## config.mk

```make
export PLATFORM = sky130hd
export DESIGN_NAME = encoder_speed_pid_pwm
export DESIGN_NICKNAME = d
export VERILOG_FILES = /design/src/hdl/ecsp_pkg.sv /design/src/hdl/ecsp_cfg.sv /design/src/hdl/ecsp_speed.sv /design/src/hdl/ecsp_pid.sv /design/src/hdl/encoder_speed_pid_pwm.sv
export SDC_FILE = /design/constraint.sdc
export NUM_CORES = 2
export LEC_CHECK = 0
export BUFFER_PORTS_ARGS = -buffer_cell sky130_fd_sc_hd__buf_4
export CELL_PAD_IN_SITES_DETAIL_PLACEMENT = 1
export CELL_PAD_IN_SITES_GLOBAL_PLACEMENT = 1
export CORE_UTILIZATION = 40
export DETAILED_ROUTE_END_ITERATION = 10
export PLACE_DENSITY = 0.67
export SKIP_CTS_REPAIR_TIMING = 1
export SYNTH_ARGS = -nofsm -noshare
export SYNTH_HDL_FRONTEND = slang
export SYNTH_SLANG_ARGS = --single-unit
```

## constraint.sdc

```tcl
create_clock -name clk -period 41.6 [get_ports clk]
set_input_delay 8.32 -clock clk [delete_from_list [all_inputs] [get_ports clk]]
set_output_delay 8.32 -clock clk [all_outputs]
set_load 0.02 [all_outputs]
```

## src/hdl/ecsp_pkg.sv

```systemverilog
package ecsp_pkg;

  // encoder counter wraps at this count
  localparam int COUNT_PERIOD = 2000;

  localparam int CFG_INDEX_W = 3;
  localparam int CFG_DATA_W  = 16;

  typedef enum logic [CFG_INDEX_W-1:0] {
    CFG_GAIN_P      = 3'd0,
    CFG_GAIN_I      = 3'd1,
    CFG_GAIN_D      = 3'd2,
    CFG_TARGET_RATE = 3'd3,
    CFG_OUTPUT_MAX  = 3'd4
  } cfg_index_t;

  localparam logic signed [15:0] TARGET_RATE_RST = 16'sd800;
  localparam logic [15:0]        OUTPUT_MAX_RST  = 16'd2000;

  typedef struct packed {
    logic signed [15:0] gain_p;
    logic signed [15:0] gain_i;
    logic signed [15:0] gain_d;
    logic signed [15:0] target_rate;
    logic [15:0]        output_max;
  } cfg_t;

  // saturate a wide signed value to the Q15 range
  function automatic logic signed [15:0] sat16(input logic signed [35:0] v);
    logic signed [15:0] r;
    if (v > 36'sd32767) begin
      r = 16'sh7fff;
    end else if (v < -36'sd32768) begin
      r = 16'sh8000;
    end else begin
      r = v[15:0];
    end
    return r;
  endfunction

endpackage

```

## src/hdl/ecsp_cfg.sv

```systemverilog
module ecsp_cfg (
  input  logic                             clk,
  input  logic                             rst,
  input  logic                             cfg_write,
  input  logic [ecsp_pkg::CFG_INDEX_W-1:0] cfg_index,
  input  logic [ecsp_pkg::CFG_DATA_W-1:0]  cfg_data,
  output ecsp_pkg::cfg_t                   cfg
);
  import ecsp_pkg::*;

  always_ff @(posedge clk) begin
    if (rst) begin
      cfg.gain_p      <= '0;
      cfg.gain_i      <= '0;
      cfg.gain_d      <= '0;
      cfg.target_rate <= TARGET_RATE_RST;
      cfg.output_max  <= OUTPUT_MAX_RST;
    end else if (cfg_write) begin
      unique case (cfg_index)
        CFG_GAIN_P:      cfg.gain_p      <= cfg_data;
        CFG_GAIN_I:      cfg.gain_i      <= cfg_data;
        CFG_GAIN_D:      cfg.gain_d      <= cfg_data;
        CFG_TARGET_RATE: cfg.target_rate <= cfg_data;
        CFG_OUTPUT_MAX:  cfg.output_max  <= cfg_data;
        default: ;
      endcase
    end
  end

endmodule

```

## src/hdl/ecsp_speed.sv

```systemverilog
module ecsp_speed (
  input  logic               clk,
  input  logic               rst,
  input  logic               step,
  input  logic [10:0]        count_value,
  input  logic               count_down,
  output logic signed [15:0] speed
);
  import ecsp_pkg::*;

  logic [10:0]        previous_count;
  logic signed [17:0] cur;
  logic signed [17:0] prev;
  logic signed [17:0] period;
  logic signed [17:0] diff;

  always_comb begin
    cur    = {7'b0, count_value};
    prev   = {7'b0, previous_count};
    period = 18'(COUNT_PERIOD);
    if (!count_down) begin
      diff = (cur < prev) ? (period - prev + cur) : (cur - prev);
    end else begin
      diff = (cur > prev) ? (period - cur + prev) : (prev - cur);
    end
    // doubled, wrapped to 16 bits
    speed = {diff[14:0], 1'b0};
  end

  always_ff @(posedge clk) begin
    if (rst) begin
      previous_count <= '0;
    end else if (step) begin
      previous_count <= count_value;
    end
  end

endmodule

```

## src/hdl/ecsp_pid.sv

```systemverilog
module ecsp_pid (
  input  logic               clk,
  input  logic               rst,
  input  logic               step,
  input  ecsp_pkg::cfg_t     cfg,
  input  logic signed [15:0] speed,
  output logic [15:0]        pwm_next
);
  import ecsp_pkg::*;

  logic signed [15:0] error_last;
  logic signed [15:0] error_before_last;
  logic signed [15:0] pid_output_last;

  logic signed [15:0] err;
  logic signed [15:0] a0;
  logic signed [15:0] a1;
  logic signed [15:0] a2;
  logic signed [31:0] p0;
  logic signed [31:0] p1;
  logic signed [31:0] p2;
  logic signed [35:0] y_term;
  logic signed [35:0] acc;
  logic signed [35:0] acc_shr;
  logic signed [15:0] y;

  always_comb begin
    err = cfg.target_rate - speed;
    a0  = sat16(36'(cfg.gain_p) + 36'(cfg.gain_i) + 36'(cfg.gain_d));
    a1  = sat16(36'sd0 - (36'(cfg.gain_d) <<< 1) - 36'(cfg.gain_p));
    a2  = cfg.gain_d;
    p0  = 32'(a0) * 32'(err);
    p1  = 32'(a1) * 32'(error_last);
    p2  = 32'(a2) * 32'(error_before_last);
    y_term  = {{5{pid_output_last[15]}}, pid_output_last, 15'b0};
    acc     = 36'(p0) + 36'(p1) + 36'(p2) + y_term;
    acc_shr = acc >>> 15;
    y       = sat16(acc_shr);
    // clamp to the PWM range
    if (y[15]) begin
      pwm_next = '0;
    end else if ($unsigned(y) > cfg.output_max) begin
      pwm_next = cfg.output_max;
    end else begin
      pwm_next = $unsigned(y);
    end
  end

  always_ff @(posedge clk) begin
    if (rst) begin
      error_last        <= '0;
      error_before_last <= '0;
      pid_output_last   <= '0;
    end else if (step) begin
      error_before_last <= error_last;
      error_last        <= err;
      pid_output_last   <= y;
    end
  end

endmodule

```

## src/hdl/encoder_speed_pid_pwm.sv

```systemverilog
// Encoder speed PID to PWM. Each item is one control tick carrying the encoder
// counter reading and its direction; the block derives the speed (count
// difference since the last tick, wrapped at the counter period, times two),
// runs a Q15 incremental PID on target_rate minus speed and returns the output
// clamped to 0..output_max as the PWM compare value, plus the low 12 bits of
// the speed. One item per clock is sustained while out_stall is low; a taken
// item sits in the input register, then the result register loads from it once
// the result side is free, limited by the combinational PID pass whose
// state feeds back to the next item. Gains and limits are written through the
// cfg port only while no item is in flight, a rule for the user that the block
// itself does not enforce; writing them leaves the PID history untouched.
module encoder_speed_pid_pwm (
  input  logic                             clk,
  input  logic                             rst,
  input  logic                             cfg_write,
  input  logic [ecsp_pkg::CFG_INDEX_W-1:0] cfg_index,
  input  logic [ecsp_pkg::CFG_DATA_W-1:0]  cfg_data,
  input  logic                             in_valid,
  output logic                             in_stall,
  input  logic [10:0]                      count_value,
  input  logic                             count_down,
  output logic                             out_valid,
  input  logic                             out_stall,
  output logic [15:0]                      pwm_compare,
  output logic [11:0]                      measured_speed
);
  import ecsp_pkg::*;

  cfg_t               cfg;
  logic               s1_valid;
  logic [10:0]        s1_count;
  logic               s1_down;
  logic               advance;
  logic               accept;
  logic signed [15:0] speed;
  logic [15:0]        pwm_next;

  assign advance  = s1_valid && (!out_valid || !out_stall);
  assign in_stall = s1_valid && !advance;
  assign accept   = in_valid && !in_stall;

  ecsp_cfg u_cfg (
    .clk       (clk),
    .rst       (rst),
    .cfg_write (cfg_write),
    .cfg_index (cfg_index),
    .cfg_data  (cfg_data),
    .cfg       (cfg)
  );

  ecsp_speed u_speed (
    .clk         (clk),
    .rst         (rst),
    .step        (advance),
    .count_value (s1_count),
    .count_down  (s1_down),
    .speed       (speed)
  );

  ecsp_pid u_pid (
    .clk      (clk),
    .rst      (rst),
    .step     (advance),
    .cfg      (cfg),
    .speed    (speed),
    .pwm_next (pwm_next)
  );

  always_ff @(posedge clk) begin
    if (rst) begin
      s1_valid <= 1'b0;
    end else if (accept) begin
      s1_valid <= 1'b1;
    end else if (advance) begin
      s1_valid <= 1'b0;
    end
  end

  always_ff @(posedge clk) begin
    if (accept) begin
      s1_count <= count_value;
      s1_down  <= count_down;
    end
  end

  always_ff @(posedge clk) begin
    if (rst) begin
      out_valid <= 1'b0;
    end else if (advance) begin
      out_valid <= 1'b1;
    end else if (!out_stall) begin
      out_valid <= 1'b0;
    end
  end

  always_ff @(posedge clk) begin
    if (advance) begin
      pwm_compare    <= pwm_next;
      measured_speed <= speed[11:0];
    end
  end

endmodule

```

Word level (Yosys, flattened, before mapping)
Index checks and enable logic that the tools add are counted.

Word-level logic and storage cells: 78. RAM bits: 0. Memories: 0. Output and inout port bits: 30. Bits in registers: 180. Bits in read-only memories: 0. Bits of input ports: 36. Bits in latches: 0.

Multipliers: 3. Reductions and logical operators: 16. Mux-type cells: 14. Div/mod/pow operators: 0. $lt $le $gt $ge: 9. Equal/unequal tests: 5. Bitwise operators: 1. Shift operators: 0. Add/sub/neg operators: 14.

Operators by type and width (count): 16-bit by 16-bit multiplier with 32-bit output (3); 16-bit 2-to-1 mux (6); 36-bit by 16-bit > comparator with 1-bit output, second input constant (2); 36-bit by 16-bit less-than comparator with 1-bit output, second input constant (2); 15-bit 2-to-1 mux (4); 36-bit by 31-bit adder with 36-bit output (1); 33-bit by 32-bit adder with 34-bit output (1); 32-bit by 32-bit adder with 33-bit output (1); 15-bit by 12-bit adder with 15-bit output (2); 11-bit by 11-bit subtractor with 12-bit output (2); 11-bit by 11-bit subtractor with 12-bit output, first input constant (2); 21-bit by 16-bit > comparator with 1-bit output, second input constant (1); 21-bit by 16-bit less-than comparator with 1-bit output, second input constant (1); 18-bit by 16-bit subtractor with 19-bit output (1); 17-bit by 16-bit adder with 18-bit output (1); 1-bit by 17-bit subtractor with 18-bit output, first input constant (1); 16-bit by 16-bit adder with 17-bit output (1); 16-bit > comparator (1); 16-bit subtractor (1); 11-bit > comparator (1); 11-bit less-than comparator (1); 2-bit AND reduction (5); 3-bit by 2-bit equality test with 1-bit output, second input constant (2); 1-bit logical NOT (4); other kinds (10) (15).

Logic depth before layout (Yosys ltp)
Depth after elaboration: 15. Depth in mapped cells: 78. Mapped depth without buffers: 71.

Modules after synthesis
From an unflattened synthesis, not the netlist that was laid out.

Cells, all modules: 4821. Area total of the unflattened synthesis: 44406.3 um^2.

By module, submodules not included: ecsp_pid (instances 1, sequential area each 960.9 um^2, cells an instance 4059, area each 36770.3 um^2); ecsp_cfg (instances 1, sequential area each 1601.5 um^2, cells an instance 291, area each 3199.3 um^2); ecsp_speed (instances 1, sequential area each 220.2 um^2, cells an instance 421, area each 3149.3 um^2); encoder_speed_pid_pwm (instances 1, sequential area each 1241.2 um^2, cells an instance 50, area each 1287.5 um^2).

Worst setup path after synthesis
No wires, ideal clock.

Path kind: in2out. Start: input port out_stall. End: output port in_stall. Buffers on the path: 0. Slack: 24.674 ns. Arrival: 8.606 ns. Cell stages on the path: 1. Required time: 33.280 ns. Cell sequence: and3_1.

Word-level cells in the longest chain between the ends: 5.

Ends and longest elaborated chain: start: declaration (line encoder_speed_pid_pwm.sv:23) `input logic out_stall,`; 1-bit logical NOT; 1-bit logical OR (line encoder_speed_pid_pwm.sv:38) `assign advance = s1_valid && (!out_valid || !out_stall);`; 1-bit logical AND (line encoder_speed_pid_pwm.sv:38); 1-bit logical NOT (line encoder_speed_pid_pwm.sv:39) `assign in_stall = s1_valid && !advance;`; 1-bit logical AND (line encoder_speed_pid_pwm.sv:39); end: declaration (line encoder_speed_pid_pwm.sv:19) `output logic in_stall,`.

No other way between the ends.

Final worst setup path
Start: register s1_count[1]. End: register pwm_compare[4] (data pin).

Word-level cells in the longest chain between the ends: 14. Elaborated cells on any way between the ends: 21. Those cells by class: 9 x add/sub; 1 x mul; 5 x order compare; 6 x mux.

Ends and longest elaborated chain: start: declaration (line encoder_speed_pid_pwm.sv:31) `logic [10:0] s1_count;`; start signal: assignment (line encoder_speed_pid_pwm.sv:81) `s1_count <= count_value;`; 11-bit by 11-bit subtractor with 12-bit output (line ecsp_speed.sv:24) `diff = (cur > prev) ? (period - cur + prev) : (prev - cur);`; 15-bit by 12-bit adder with 15-bit output (line ecsp_speed.sv:24); 15-bit 2-to-1 mux (line ecsp_speed.sv:24); 15-bit 2-to-1 mux (*) (line ecsp_speed.sv:21) `if (!count_down) begin`; named net speed[2] (line encoder_speed_pid_pwm.sv:35) `logic signed [15:0] speed;`; 16-bit subtractor (*) (line ecsp_pid.sv:28) `err = cfg.target_rate - speed;`; 16-bit by 16-bit multiplier with 32-bit output (*) (line ecsp_pid.sv:32) `p0 = 32'(a0) * 32'(err);`; 32-bit by 32-bit adder with 33-bit output (*) (line ecsp_pid.sv:36) `acc = 36'(p0) + 36'(p1) + 36'(p2) + y_term;`; 33-bit by 32-bit adder with 34-bit output (*) (line ecsp_pid.sv:36); 36-bit by 31-bit adder with 36-bit output (*) (line ecsp_pid.sv:36); 21-bit by 16-bit less-than comparator with 1-bit output (line ecsp_pkg.sv:33) `end else if (v < -36'sd32768) begin`; 16-bit 2-to-1 mux (line ecsp_pkg.sv:33); 16-bit 2-to-1 mux (*) (line ecsp_pkg.sv:31) `if (v > 36'sd32767) begin`; named net u_pid.y[15] (line ecsp_pid.sv:25) `logic signed [15:0] y;`; 16-bit > comparator (line ecsp_pid.sv:42) `end else if ($unsigned(y) > cfg.output_max) begin`; 15-bit 2-to-1 mux (line ecsp_pid.sv:42); end signal: assignment (line encoder_speed_pid_pwm.sv:98) `pwm_compare <= pwm_next;`; end: declaration (line encoder_speed_pid_pwm.sv:24) `output logic [15:0] pwm_compare,`.

The timed path passes the listed nets; every way through them passes the cells marked *. A chain may end at the register's enable or synchronous reset.

==> flow_summary.ini <==
[critical_path]
critPathArrivalTime_ns = 19.64
critPathMaxFanout = 20
cpPeakStageDelay_ns = 0.90
worst_ep_required_time_ns = 41.86
crit_type = register to register
cp-end-kind = register
critPathMostFrequentCell = fa_1
cp_slowest_cell = nor2b_1
start_kind = register

[sta]
rsz0062_at_grt = false
drv_slew = 0
post-route-period-util_pct = 46.6
finalSetupViolCount = 0
tightest_slew_ns = 1.20
slew_headroom_pct = 19.6
hold_viol = 0
fin_tns_setup_ns = 0
timing.final.crit_period_ns = 19.37
clock_skew_ns = 0.0192
fmax_mhz = 51.6

[yosys]
muxShareOfSynthArea_pct = 0.261
post-synth-top-area-cell = fa_1
ys_warn_count = 0
synthFlopType = dfxtp_1
ys_seq_elements = 180
yosysSeqAreaShare_pct = 9.06
synth_top_family_by_area = adder cells
async_flop_share_pct = 0
syn_area_um2 = 44100
synth_top_area_share_pct = 43.3
synthAdderAreaFrac_pct = 53.1
synth_area_per_cell_um2 = 9.01
yosys.area_share.simple_pct = 15.0
synth_compound_area_share_pct = 8.58
synth-edff-count = 39
syn_nets = 6230
yosysUniqueCellTypes = 97
yosys-top-cells-area = fa_1 43%, ha_1 9.7%, inv_1 9.6%
synth_xor_xnor_area_share_pct = 2.56
syn_inst = 4897

[final_layout]
nNetsFinal = 6185
layout-drive-gt1-share_pct = 6.80
nFillCells = 12800
stdcell_area_um2 = 46800
syn2layout_area_growth_pct = 6.16

[place]
dp_hpwl_um = 118000
gp_congestion = 0.911
port_buffers = 64
dpl_cell_area_um2 = 46200

[floorplan]
die_y_um = 334
io_pins = 66
start_util_pct = 40.4
dieArea_um2 = 112000
dieWidth_um = 334
core_um2 = 109000
fp-row-count = 121

[global_route]
overflow = 0
grt_pass1_wl_um = 219000
grt_usage_pct = 25.9
antenna_found_initial = 5
grt_max_degree = 85
first_global_vias = 36800

[clock_network]
clk_pin_slew_ns = 0.09
clock_path_buffers = 2
clk_latency_ns = 0.50
cts_made_buffers = 17
h-tree-depth = 4
tritoncts = done
cts.sinks = 180
cts_root_buf = clkbuf_16

[routing]
wl_um = 137000
route.vias.total = 32700
vias_per_cell = 5.16
drtPass1Iterations = 5
drc_errors = 0
route.detailed.wl_per_inst_um = 21.6
postRouteAntennaNets = 0
drtIter0Drc = 1698

[flow_run]
cap_violations = 0

[worst_hold_path]
hp-class = register to register

[run_status]
outcome = finished, final reports clean
## registers in the layout, summed over array words and instances, names as in the netlist
| signal | flops |
|---|---|
| u_cfg.cfg | 80 |
| pwm_compare | 16 |
| u_pid.error_before_last | 16 |
| u_pid.error_last | 16 |
| u_pid.pid_output_last | 16 |
| measured_speed | 11 |
| s1_count | 11 |
| u_speed.previous_count | 11 |
| out_valid | 1 |
| s1_down | 1 |
| s1_valid | 1 |
## cell usage after synthesis (all sizes together) (14+ instances only)
| master | number |
|---|---|
| xnor2 | 96 |
| a211oi | 30 |
| o21ai | 84 |
| ha | 342 |
| nand2 | 568 |
| fa | 955 |
| and3 | 23 |
| nand3b | 17 |
| o21bai | 14 |
| clkbuf | 160 |
| nand4 | 18 |
| or2 | 66 |
| edfxtp | 39 |
| nor2b | 45 |
| o21a | 29 |
| dfxtp | 141 |
| nor3 | 32 |
| xor2 | 32 |
| and2 | 216 |
| a21oi | 252 |
| nand2b | 52 |
| buf | 33 |
| inv | 1132 |
| nand3 | 29 |
| a21o | 60 |
| o221a | 15 |
| nor2 | 269 |
## layout by cell type, fill, tap and decap left out, types with 15 or more instances in the layout
cell	instances
a211oi_1	28
a21o_1	53
a21oi_1	243
and2_1	190
and2_4	18
and3_1	22
buf_4	129
clkbuf_16	17
dfxtp_1	141
edfxtp_1	39
fa_1	955
ha_1	342
inv_1	1130
nand2_1	567
nand2b_1	52
nand3_1	28
nand3b_1	17
nand4_1	18
nor2_1	268
nor2b_1	45
nor3_1	31
o21a_1	28
o21ai_0	75
o221a_2	15
or2_2	64
xnor2_1	89
xor2_1	30
## worst max-delay path: cells and delay by family (launching register included)
kind	cells	cell delay, ns
AOI/OAI and AO/OA	29	6.85
xor gates and xnor gates	2	0.63
adders and majority gates	14	6.51
buffers and inverters	9	1.09
DFF	1	0.54
and+or+nand+nor	13	3.47
## through the flow
stage | setup slack (ns) | hold WS (ns) | cells | utilization (%)
finish | 22.23 | 0.459 | 6343 | 42.9
floorplan | 24.67 | 0.436 | 4897 | -
CTS | 22.25 | 0.459 | 6341 | 42.9
global placement | 22.52 | 0.441 | 6309 | 42.3
global route | 20.68 | 0.488 | 6343 | 42.9
detailed placement | 22.32 | 0.447 | 6309 | 42.3
## final cells by class
type,count,area (µm²),share of cell area (%)
clock buffer,17,425,0.909
multi-input combinational,3392,35100,75.0
sequential,180,3990,8.53
clock inverter,15,191,0.409
timing repair buffer,129,968,2.07
antenna,2,5.00,0.0107
inverter,1132,4250,9.08
tap,1476,1850,3.94
## per-layer routing
| metal | wire length [µm] | GRT usage, % |
|---|---|---|
| met1 | 61000 | 35.1 |
| met2 | 65200 | 42.9 |
| met3 | 7030 | 3.93 |
| met4 | 3710 | 7.20 |
| met5 | 0 | 0 |
## final timing paths
check	startpoint	endpoint	slack (ns)	depth (start not counted)
max reg2reg	s1_count[1]	pwm_compare[4]	22.23	67
min	u_cfg.cfg[71]	u_cfg.cfg[71]	0.46	2
max	s1_count[1]	pwm_compare[4]	22.23	67
min reg2reg	u_cfg.cfg[71]	u_cfg.cfg[71]	0.46	2
## logic make-up after synthesis
| family | Yosys count |
|---|---|
| mux | 11 |
| flops | 180 |
| other cells | 1 |
| compound gates | 577 |
| xor+xnor | 128 |
| fa+ha+maj | 1297 |
| simple gates | 1378 |
| buf+inv | 1325 |
Power is left out: the tool's default activity adds up to more than one toggle a clock period on the data nets, which glitch-free logic cannot reach.
